### src/rtl/qstok_pkg.sv
package qstok_pkg;

	localparam int unsigned SLOTS = 3;
	localparam int unsigned CNT_W = 2;

	typedef enum logic [2:0] {
		KIND_BYTE  = 3'd0,
		KIND_KEY   = 3'd1,
		KIND_VALUE = 3'd2,
		KIND_BARE  = 3'd3,
		KIND_EMPTY = 3'd4
	} kind_t;

	typedef enum logic [1:0] {
		PH_IDLE  = 2'd0,
		PH_PCT   = 2'd1,
		PH_DIGIT = 2'd2
	} phase_t;

	localparam logic [7:0] CH_EQ    = 8'h3d;
	localparam logic [7:0] CH_AMP   = 8'h26;
	localparam logic [7:0] CH_SEMI  = 8'h3b;
	localparam logic [7:0] CH_HASH  = 8'h23;
	localparam logic [7:0] CH_PLUS  = 8'h2b;
	localparam logic [7:0] CH_PCT   = 8'h25;
	localparam logic [7:0] CH_SPACE = 8'h20;
	localparam logic [7:0] CH_D0    = 8'h30;
	localparam logic [7:0] CH_D9    = 8'h39;
	localparam logic [7:0] CH_UA    = 8'h41;
	localparam logic [7:0] CH_UF    = 8'h46;
	localparam logic [7:0] CH_LA    = 8'h61;
	localparam logic [7:0] CH_LF    = 8'h66;

	typedef struct packed {
		logic [7:0] data;
		logic       last;
	} item_t;

	typedef struct packed {
		logic [7:0] data;
		kind_t      kind;
	} res_t;

	typedef struct packed {
		res_t [SLOTS-1:0]  slot;
		logic [CNT_W-1:0]  count;
	} group_t;

	function automatic logic [3:0] hex_value(input logic [7:0] c);
		logic [3:0] v;
		v = 4'd0;
		if (c inside {[CH_D0:CH_D9]}) begin
			v = 4'(c - CH_D0);
		end else if (c inside {[CH_UA:CH_UF]}) begin
			v = 4'(c - CH_UA + 8'd10);
		end else if (c inside {[CH_LA:CH_LF]}) begin
			v = 4'(c - CH_LA + 8'd10);
		end
		return v;
	endfunction

	function automatic logic is_delim(input logic [7:0] c);
		return c inside {CH_EQ, CH_AMP, CH_SEMI, CH_HASH};
	endfunction

	function automatic logic [7:0] plain(input logic [7:0] c);
		return (c == CH_PLUS) ? CH_SPACE : c;
	endfunction

endpackage

### src/rtl/qstok_in_if.sv
interface qstok_in_if;
	logic       valid;
	logic       ready;
	logic [7:0] in_byte;
	logic       in_last;

	modport source (output valid, output in_byte, output in_last, input ready);
	modport sink (input valid, input in_byte, input in_last, output ready);
endinterface

### src/rtl/qstok_out_if.sv
interface qstok_out_if;
	logic       valid;
	logic       ready;
	logic [7:0] out_byte;
	logic [2:0] out_kind;
	logic       out_last;

	modport source (output valid, output out_byte, output out_kind, output out_last,
		input ready);
	modport sink (input valid, input out_byte, input out_kind, input out_last,
		output ready);
endinterface

### src/rtl/query_string_tokenizer_url_decoder.sv
// Channel   Modport  Payload                        Transaction
// items     sink     in_byte[7:0], in_last          one query string byte
// results   source   out_byte[7:0], out_kind[2:0],  one decoded byte or segment marker
//                    out_last
//
// A byte is registered on entry and decoded in the next cycle into a group of zero to
// three results, which the output register hands out one per cycle while results is ready.
// Throughput is one byte per cycle when each byte yields at most one result and results
// is ready; a byte that yields k results occupies the output port until all k are taken.
// Bytes that only fill an escape produce no transaction and never wait for the output.
// Reset clears the escape state, the pending key flag and all valid flags.
// A stall on results holds the current group; the input register and ready back up
// behind it.
module query_string_tokenizer_url_decoder (
	input  logic         clk,
	input  logic         arst_n,
	qstok_in_if.sink     items,
	qstok_out_if.source  results
);
	import qstok_pkg::*;

	logic       valid_s1;
	item_t      item_s1;
	group_t     grp;
	logic       free;
	logic       advance;
	logic       load;

	assign advance     = valid_s1 && ((grp.count == '0) || free);
	assign load        = advance && (grp.count != '0);
	assign items.ready = !valid_s1 || advance;

	always_ff @(posedge clk or negedge arst_n) begin
		if (!arst_n) begin
			valid_s1 <= 1'b0;
		end else if (items.ready) begin
			valid_s1 <= items.valid;
		end
	end

	always_ff @(posedge clk) begin
		if (items.ready && items.valid) begin
			item_s1 <= '{data: items.in_byte, last: items.in_last};
		end
	end

	qstok_decode u_decode (
		.clk    (clk),
		.arst_n (arst_n),
		.item   (item_s1),
		.commit (advance),
		.grp    (grp)
	);

	qstok_serial u_serial (
		.clk     (clk),
		.arst_n  (arst_n),
		.grp     (grp),
		.load    (load),
		.free    (free),
		.results (results)
	);

	a_s1_hold: assert property (@(posedge clk) disable iff (!arst_n)
		valid_s1 && !advance |=> valid_s1 && $stable(item_s1))
		else $error("input register changed while stalled");

endmodule

### src/rtl/qstok_decode.sv
module qstok_decode (
	input  logic                clk,
	input  logic                arst_n,
	input  qstok_pkg::item_t    item,
	input  logic                commit,
	output qstok_pkg::group_t   grp
);
	import qstok_pkg::*;

	phase_t     phase_q;
	logic [7:0] held_q;
	logic       key_q;

	phase_t     phase_d;
	logic [7:0] held_d;
	logic       key_d;
	logic [7:0] c;
	logic       last;
	logic       flush;

	assign c    = item.data;
	assign last = item.last;

	always_comb begin
		logic [2:0] n;
		n     = 3'd0;
		grp   = '0;
		flush = 1'b0;

		if (is_delim(c)) begin
			flush = 1'b1;
			if (phase_q == PH_PCT || phase_q == PH_DIGIT) begin
				grp.slot[n[1:0]] = '{data: CH_PCT, kind: KIND_BYTE};
				n = n + 3'd1;
			end
			if (phase_q == PH_DIGIT) begin
				grp.slot[n[1:0]] = '{data: plain(held_q), kind: KIND_BYTE};
				n = n + 3'd1;
			end
			if (c == CH_EQ) begin
				grp.slot[n[1:0]] = '{data: 8'd0, kind: last ? KIND_EMPTY : KIND_KEY};
			end else begin
				grp.slot[n[1:0]] = '{data: 8'd0, kind: key_q ? KIND_VALUE : KIND_BARE};
			end
			n = n + 3'd1;
		end else begin
			case (phase_q)
				PH_PCT: begin
					if (last) begin
						grp.slot[n[1:0]] = '{data: CH_PCT, kind: KIND_BYTE};
						n = n + 3'd1;
						grp.slot[n[1:0]] = '{data: plain(c), kind: KIND_BYTE};
						n = n + 3'd1;
					end
				end
				PH_DIGIT: begin
					grp.slot[n[1:0]] = '{data: {hex_value(held_q), hex_value(c)},
						kind: KIND_BYTE};
					n = n + 3'd1;
				end
				default: begin
					if (!(c == CH_PCT && !last)) begin
						grp.slot[n[1:0]] = '{data: plain(c), kind: KIND_BYTE};
						n = n + 3'd1;
					end
				end
			endcase
			if (last) begin
				grp.slot[n[1:0]] = '{data: 8'd0, kind: key_q ? KIND_VALUE : KIND_BARE};
				n = n + 3'd1;
			end
		end
		grp.count = n[CNT_W-1:0];
	end

	always_comb begin
		phase_d = phase_q;
		held_d  = held_q;
		key_d   = key_q;
		if (flush) begin
			phase_d = PH_IDLE;
			held_d  = 8'd0;
			key_d   = (c == CH_EQ) && !last;
		end else begin
			case (phase_q)
				PH_PCT: begin
					phase_d = PH_DIGIT;
					held_d  = c;
				end
				PH_DIGIT: begin
					phase_d = PH_IDLE;
					held_d  = 8'd0;
				end
				default: begin
					if (c == CH_PCT) begin
						phase_d = PH_PCT;
					end
				end
			endcase
		end
		if (last) begin
			phase_d = PH_IDLE;
			held_d  = 8'd0;
			key_d   = 1'b0;
		end
	end

	always_ff @(posedge clk or negedge arst_n) begin
		if (!arst_n) begin
			phase_q <= PH_IDLE;
			held_q  <= 8'd0;
			key_q   <= 1'b0;
		end else if (commit) begin
			phase_q <= phase_d;
			held_q  <= held_d;
			key_q   <= key_d;
		end
	end

	// The held character is only meaningful while one escape digit is pending.
	a_held_clear: assert property (@(posedge clk) disable iff (!arst_n)
		phase_q != PH_DIGIT |-> held_q == 8'd0)
		else $error("held digit not cleared outside an escape");

	// A transaction that ends the string leaves every piece of state at reset.
	a_last_resets: assert property (@(posedge clk) disable iff (!arst_n)
		commit && last |=> phase_q == PH_IDLE && !key_q)
		else $error("state not cleared after end of string");

endmodule

### src/rtl/qstok_serial.sv
module qstok_serial (
	input  logic                clk,
	input  logic                arst_n,
	input  qstok_pkg::group_t   grp,
	input  logic                load,
	output logic                free,
	qstok_out_if.source         results
);
	import qstok_pkg::*;

	res_t [SLOTS-1:0]  slot_q;
	logic [CNT_W-1:0]  cnt_q;
	logic [CNT_W-1:0]  idx_q;
	logic              take;
	logic              final_take;
	res_t              cur;

	assign cur              = slot_q[idx_q];
	assign results.valid    = cnt_q != '0;
	assign results.out_byte = cur.data;
	assign results.out_kind = cur.kind;
	assign results.out_last = idx_q == cnt_q - CNT_W'(1);

	assign take       = results.valid && results.ready;
	assign final_take = take && results.out_last;
	assign free       = (cnt_q == '0) || final_take;

	always_ff @(posedge clk) begin
		if (load) begin
			slot_q <= grp.slot;
		end
	end

	always_ff @(posedge clk or negedge arst_n) begin
		if (!arst_n) begin
			cnt_q <= '0;
			idx_q <= '0;
		end else if (load) begin
			cnt_q <= grp.count;
			idx_q <= '0;
		end else if (final_take) begin
			cnt_q <= '0;
			idx_q <= '0;
		end else if (take) begin
			idx_q <= idx_q + CNT_W'(1);
		end
	end

	a_load_when_free: assert property (@(posedge clk) disable iff (!arst_n)
		load |-> free && grp.count != '0)
		else $error("result group loaded over an undelivered one");

	a_index_range: assert property (@(posedge clk) disable iff (!arst_n)
		cnt_q != '0 |-> idx_q < cnt_q)
		else $error("result index beyond group size");

endmodule

### src/flat_wrapper.sv
// flat-port wrapper written by rule: the top's interface ports become plain ports
module query_string_tokenizer_url_decoder_flat import qstok_pkg::*;
  (clk, arst_n, items_valid, items_in_byte, items_in_last, items_ready, results_valid, results_out_byte, results_out_kind, results_out_last, results_ready);
  qstok_in_if items_i ();
  qstok_out_if results_i ();
  input  logic clk;
  input  logic arst_n;
  input wire logic [$bits(items_i.valid)-1:0] items_valid;
  input wire logic [$bits(items_i.in_byte)-1:0] items_in_byte;
  input wire logic [$bits(items_i.in_last)-1:0] items_in_last;
  output wire logic [$bits(items_i.ready)-1:0] items_ready;
  output wire logic [$bits(results_i.valid)-1:0] results_valid;
  output wire logic [$bits(results_i.out_byte)-1:0] results_out_byte;
  output wire logic [$bits(results_i.out_kind)-1:0] results_out_kind;
  output wire logic [$bits(results_i.out_last)-1:0] results_out_last;
  input wire logic [$bits(results_i.ready)-1:0] results_ready;
  assign items_i.valid = items_valid;
  assign items_i.in_byte = items_in_byte;
  assign items_i.in_last = items_in_last;
  assign items_ready = items_i.ready;
  assign results_valid = results_i.valid;
  assign results_out_byte = results_i.out_byte;
  assign results_out_kind = results_i.out_kind;
  assign results_out_last = results_i.out_last;
  assign results_i.ready = results_ready;
  query_string_tokenizer_url_decoder u_core (.clk(clk), .arst_n(arst_n), .items(items_i), .results(results_i));
endmodule
### config.mk
export PLATFORM = sky130hd
export DESIGN_NAME = query_string_tokenizer_url_decoder_flat
export DESIGN_NICKNAME = d
export VERILOG_FILES = /design/src/rtl/qstok_pkg.sv /design/src/rtl/qstok_in_if.sv /design/src/rtl/qstok_out_if.sv /design/src/rtl/query_string_tokenizer_url_decoder.sv /design/src/rtl/qstok_decode.sv /design/src/rtl/qstok_serial.sv /design/src/flat_wrapper.sv
export SDC_FILE = /design/constraint.sdc
export NUM_CORES = 1
export LEC_CHECK = 0
export BUFFER_PORTS_ARGS = -buffer_cell sky130_fd_sc_hd__buf_2
export CAP_MARGIN = 20
export CELL_PAD_IN_SITES_DETAIL_PLACEMENT = 0
export CELL_PAD_IN_SITES_GLOBAL_PLACEMENT = 1
export CORE_UTILIZATION = 47
export CTS_CLUSTER_DIAMETER = 200
export DETAILED_ROUTE_END_ITERATION = 12
export PLACE_DENSITY_LB_ADDON = 0.1
export SYNTH_ARGS = -nofsm -noshare
export SYNTH_HDL_FRONTEND = slang
export SYNTH_SLANG_ARGS = --single-unit
### constraint.sdc
create_clock -name clk -period 3.7 [get_ports clk]
set_input_delay 0.74 -clock clk [delete_from_list [all_inputs] [get_ports clk]]
set_output_delay 0.74 -clock clk [all_outputs]
set_load 0.02 [all_outputs]
==> flow_summary.json, run 1 <==
{
  "status": "completed",
  "htreeDepth": 2,
  "nets": 355,
  "fin_tns_setup_ns": 0,
  "start_util_pct": 49.9,
  "synthTopCellsByArea": "edfxtp_1 (34%), dfrtp_1 (13%), ha_1 (5.8%)",
  "critical_path.top_delay_family": "simple AND/OR/NAND/NOR gates",
  "synthTopCellsByCount": "edfxtp_1 (34), nor2_1 (31), nand2_1 (20), o21ai_0 (17), dfrtp_1 (16)",
  "core_region_area_sq_um": 6100,
  "io_buffers": 26,
  "wirelength_mm": 6.65,
  "yosysUniqueCellTypes": 51,
  "syn_avg_cell_area_sq_um": 10.2,
  "fin_skew_ns": 0.00591,
  "yosys_warnings": 0,
  "cts_tree": "built",
  "crit_arrival_ns": 2.77,
  "numCtsBuffers": 5,
  "first_global_vias": 1995,
  "ios": 27,
  "vias_per_cell": 5.86,
  "cts.sinks": 50,
  "worstPathCellList": "or3b_4 > o41ai_4 > nand2_1 > ha_1 > nand2b_1 > o21ai_2 > nor2_4 > mux2i_4 > nand3_2 > buf_2",
  "floorplan.die.height_microns": 82.5,
  "synth_top_area_cell": "edfxtp_1",
  "cellPowerDensity_nw_per_um2": 887,
  "dr.pass1.iters": 4,
  "synth_edf_count": 34,
  "dieWidth_microns": 82.5,
  "grt_overflow": 0,
  "tightest_slew_ns": 0.744,
  "irDropWorstVdd_mv": 0.486,
  "num_rows": 28,
  "async_reset_ff_share_pct": 32.0,
  "dp_hpwl_mm": 4.91,
  "drive_gt1_share_pct": 18.8,
  "cts-root-buf": "clkbuf_8",
  "postSynthCellCount": 297,
  "clockBufferDepth": 2,
  "area_growth_syn_to_layout_pct": 12.9,
  "routedWlPerCell_microns": 16.5,
  "final_antenna_net_count": 0,
  "cp-end-kind": "output port",
  "setup_viol": 0,
  "gp_congestion": 0.894,
  "required_ns": 2.96,
  "reg2reg_slack_ns": 0.55,
  "slowest_delay_ns": 0.47,
  "finalPower_uw": 3050,
  "synth_nets": 324,
  "dr.first_iter.drc_count": 182,
  "clk-insertion-delay-late_ns": 0.30,
  "remaining_drc_errors": 0,
  "fmax_mhz": 285,
  "die_area_sq_um": 6800,
  "drv_cap": 0,
  "grt_max_degree": 28,
  "vias": 2369,
  "critical_path_buf_inv_count": 1,
  "slew_headroom_pct": 50.3,
  "synth-seq-cells": 50,
  "antenna_found_initial": 0,
  "grt_pass1_wl_mm": 10.5,
  "start_kind": "flop",
  "synthDominantCellAreaShare_pct": 33.6,
  "grt_usage_pct": 21.3,
  "synth_seq_area_share_pct": 46.7,
  "p_leak_uw": 0.00137,
  "crit_fanout": 5,
  "synth_most_common_cell": "edfxtp_1",
  "synthFlopType": "edfxtp_1",
  "hold_viol_final": 0,
  "period_needed_ns": 3.51,
  "cts.clk_slew.worst_paths_ns": 0.09,
  "synthesis.area_sq_um": 3040,
  "crit_type": "flop to output port",
  "crit_path_top_delay_cell": "or3b_4",
  "hold_path_class": "primary input to async pin",
  "rsz0062_at_grt": "no",
  "diodes": 0,
  "period_share_pct": 94.8,
  "finalMaxSlewViolations": 0
}
## sequential cells by signal, summed over array words and instances, names as in the netlist
name                     cells
u_core.item_s1               9
u_core.u_decode.held_q       8
u_core.u_decode.key_q        1
u_core.u_decode.phase_q      2
u_core.u_serial.cnt_q        2
u_core.u_serial.idx_q        2
u_core.u_serial.slot_q      25
u_core.valid_s1              1
## cell families (layout without fill, tap and decap cells)
family / count (synthesis) / after routing / share of synthesized area, %
flip-flops: 50 / 50 / 46.7
XOR/XNOR: 5 / 5 / 1.44
multiplexers: 12 / 12 / 3.95
adder cells (fa/ha/maj): 14 / 14 / 5.76
AO/OA/AOI/OAI: 80 / 80 / 19.9
buffers and inverters: 33 / 65 / 4.36
AND/OR/NAND/NOR: 103 / 103 / 17.9
## per-stage QoR
step	cells	utilization [%]	instance area, sq um	worst slack (ns)	hold slack [ns]
after detailed placement	392	53.8	3280	0.283	0.512
after CTS	400	55.3	3370	0.0243	0.363
after floorplan	297	-	3040	0.444	0.444
after global placement	392	53.8	3280	0.374	0.517
after global routing	404	56.3	3430	0.0350	0.373
final	404	56.3	3430	0.193	0.357
## layout make-up
class,count,area [sq um]
Clock buffer,5,68.8
Fill cell,568,2660
Multi-Input combinational cell,214,1530
Timing Repair Buffer,41,243
Clock inverter,3,16.3
Tap cell,75,93.8
Sequential cell,50,1420
Inverter,16,60.1
## placed cells by master, fill, tap and decap left out, drive strengths merged, types with 3 or more instances in the layout
cell | netlist | final
buf | 8 | 41
edfxtp | 34 | 34
nor2 | 32 | 32
o21ai | 21 | 21
nand2 | 20 | 20
dfrtp | 16 | 16
inv | 16 | 16
a22o | 14 | 14
a21oi | 14 | 14
ha | 14 | 14
mux2i | 12 | 12
nand3 | 11 | 11
nand2b | 8 | 8
a32o | 6 | 6
xnor2 | 5 | 5
o21a | 5 | 5
nor3 | 5 | 5
clkbuf | 9 | 5
nor2b | 4 | 4
or2 | 3 | 3
and2 | 3 | 3
nor3b | 3 | 3
nor4b | 3 | 3
a22oi | 3 | 3
o31ai | 3 | 3
nor4 | 3 | 3
## power breakdown
| group | leakage, uW | total, uW | switching [uW] | internal [uW] |
|---|---|---|---|---|
| Clock | 0.0000416 | 310 | 180 | 130 |
| Sequential | 0.000536 | 1050 | 145 | 908 |
| Combinational | 0.000793 | 1690 | 1050 | 639 |
## layer usage
metal  track usage (%)  vias up  share of wire (%)
met5                 0        -                  0
met4              5.79        0                1.4
met3              3.63       10                5.5
met2              32.1       94                 44
met1              31.5     1109                 49
li1                  -     1156                  -
## worst reg2reg max path, stage by stage (launching register included)
cell,delay (ns)
edfxtp_1,0.45
or3b_4,0.47
o41ai_4,0.36
nand2_1,0.12
ha_1,0.29
nand2b_1,0.16
o21ai_2,0.09
nor2_4,0.07
mux2i_4,0.17
nand3_1,0.16
inv_2,0.44
## worst paths after layout
check	startpoint	to	cells past startpoint
worst max-delay path	u_core.item_s1[7]	items_ready	10
worst min-delay path	arst_n	u_core.valid_s1	1
worst max register to register	u_core.item_s1[7]	u_core.u_serial.slot_q[16]	10
worst min register to register	u_core.u_serial.cnt_q[1]	u_core.u_serial.cnt_q[1]	1
max in group asynchronous	arst_n	u_core.u_decode.held_q[0]	1
min in group clk	u_core.u_serial.cnt_q[1]	u_core.u_serial.cnt_q[1]	1
## repair_timing
action                     CTS  global route
pin swaps                    0             1
setup buffers                0             4
hold buffers                 0             0
setup endpoints to repair    1             1
resized for setup            1             7
gates cloned                 0             0
No activity file was read; power rests on OpenSTA's default activity.
==> run 2, diff against run 1 <==
--- a/config.mk
+++ b/config.mk
@@ -9,6 +9,7 @@
 export CAP_MARGIN = 20
 export CELL_PAD_IN_SITES_DETAIL_PLACEMENT = 0
 export CELL_PAD_IN_SITES_GLOBAL_PLACEMENT = 1
+export CORE_MARGIN = 1.5
 export CORE_UTILIZATION = 47
 export CTS_CLUSTER_DIAMETER = 200
 export DETAILED_ROUTE_END_ITERATION = 12
==> flow_summary.json, run 2 (same netlist as run 1, synthesis figures left out) <==
{
  "status": "completed",
  "period_needed_ns": 3.54,
  "grt_usage_pct": 20.7,
  "clockBufferDepth": 2,
  "hold_viol_final": 0,
  "clk-insertion-delay-late_ns": 0.31,
  "critPathLaunch": "u_core.item_s1[7]",
  "reg2reg_slack_ns": 0.56,
  "gp_congestion": 0.888,
  "die_area_sq_um": 6970,
  "power.internal_uw": 1680,
  "regMostFlops": "u_core.u_serial.slot_q",
  "vias_per_cell": 5.66,
  "num_rows": 29,
  "fin_util_pct": 54.8,
  "final_cell_mix": "edfxtp_1 (34), nor2_1 (31), buf_2 (26)",
  "period_share_pct": 95.8,
  "fin_skew_ns": 0.00705,
  "drv_cap": 0,
  "crit_fanout": 5,
  "hold_path_class": "primary input to async pin",
  "floorplan.die.height_microns": 83.5,
  "grt_overflow": 0,
  "final_cells": 408,
  "drive_gt1_share_pct": 19.3,
  "reg.largest.list": "u_core.u_serial.slot_q: 25 flops, u_core.item_s1: 9 flops, u_core.u_decode.held_q: 8 flops",
  "routedWlPerCell_microns": 16.4,
  "fmax_mhz": 282,
  "numCtsBuffers": 5,
  "crit_arrival_ns": 2.80,
  "p_clk_share_pct": 11.0,
  "cellPowerDensity_nw_per_um2": 885,
  "remaining_drc_errors": 0,
  "dr.first_iter.drc_count": 159,
  "dp.cells": 396,
  "finalMaxSlewViolations": 0,
  "dieWidth_microns": 83.5,
  "htreeDepth": 2,
  "dp_hpwl_mm": 5.04,
  "wirelength_mm": 6.70,
  "power.switching_uw": 1370,
  "vias": 2309,
  "nets": 357,
  "tightest_slew_ns": 0.531,
  "ios": 27,
  "rr_endpoint": "u_core.u_serial.slot_q[18]",
  "nFillCells": 571,
  "crit_path_end": "items_ready",
  "fin_tns_setup_ns": 0,
  "grt_max_degree": 28,
  "cts-root-buf": "clkbuf_8",
  "core_region_area_sq_um": 6310,
  "dr.pass1.iters": 5,
  "cts.clk_slew.worst_paths_ns": 0.09,
  "start_kind": "flop",
  "area_growth_syn_to_layout_pct": 13.6,
  "final_antenna_net_count": 0,
  "r2r-start": "u_core.item_s1[7]",
  "diodes": 0,
  "multiInputGateArea_sq_um": 1520,
  "regArea_sq_um": 1420,
  "irDropWorstVdd_mv": 0.529,
  "required_ns": 2.96,
  "seq_power_share_pct": 34.6,
  "antenna_found_initial": 0,
  "cp-end-kind": "output port",
  "io_buffers": 26,
  "setup_viol": 0,
  "cts_tree": "built",
  "first_global_vias": 2252,
  "final_common_cell": "edfxtp_1",
  "largest_reg_flops": 25,
  "ff2ff_path_depth": 10,
  "cts.sinks": 50,
  "hold_buffers": 0,
  "slew_headroom_pct": 64.6,
  "crit_type": "flop to output port",
  "grt_pass1_wl_mm": 11.5,
  "combPwrFrac_pct": 54.5,
  "start_util_pct": 48.2,
  "swShare_pct": 44.9,
  "p_leak_uw": 0.00139
}
run 2: cell types whose count changed in the layout (fill, tap and decap cells not counted), sizes merged:
cell / before / now
inv: 16 / 17
buf: 41 / 43
clkinvlp: 1 / 0
run 2: area by class of cell:
class                      instances  area share (%)
multi-input combinational        214            44.1
sequential                        50            41.1
timing repair buffer              43            7.46
tap                               77            2.79
clock buffer                       5            1.99
inverter                          16            1.74
clock inverter                     3           0.832
run 2: through the flow:
stage          hold WS [ns]  setup WS (ns)  cell area, sq um  total power [uW]
3_3_place_gp          0.518          0.377              3290              2670
2_1_floorplan         0.444          0.444              3040              2210
5_1_grt               0.362       -0.00430              3460              3300
6_report              0.349          0.157              3460              3060
4_1_cts               0.356        0.00743              3400              3020
3_5_place_dp          0.532          0.257              3290              2670
run 2: power groups by stage:
stage	clock (uW)	sequential, uW	combinational [uW]
final	335	1060	1670
after global routing	369	1090	1840
after CTS	346	1060	1610
after detailed placement	0	1070	1600
after global placement	0	1060	1610
after floorplan	0	1010	1200
run 2: worst min-delay path by stage:
stage,from,endpoint,cells past startpoint
2_1_floorplan,arst_n,u_core.u_decode.held_q[0],0
3_3_place_gp,u_core.u_serial.cnt_q[1],u_core.u_serial.cnt_q[1],1
3_5_place_dp,u_core.u_serial.cnt_q[1],u_core.u_serial.cnt_q[1],1
4_1_cts,arst_n,u_core.u_serial.cnt_q[1],1
5_1_grt,arst_n,u_core.u_serial.cnt_q[1],1
6_report,arst_n,u_core.u_serial.cnt_q[1],1
run 2: layer usage:
layer	routed length (microns)	GRT usage (%)	share of wire (%)	vias up
met1	3170	28.5	47	1080
met3	334	4.06	5.0	7
met4	82	4.47	1.2	0
met5	0	0	0	-
met2	3110	34.2	46	63
li1	-	-	-	1159
run 2: worst max-delay path, cell delays in order (launching register included):
cell      delay (ns)
edfxtp_1        0.44
or3b_4          0.46
o41ai_4         0.33
nand2_1         0.13
ha_1            0.30
nand2b_1        0.17
o21ai_2         0.10
nor2_4          0.06
mux2i_1         0.17
nand3_1         0.15
buf_2           0.19
run 2: timing repair:
item,4_1_cts,5_1_grt
setup endpoints to repair,1,1
buffers inserted,0,4
gates resized for setup,2,5
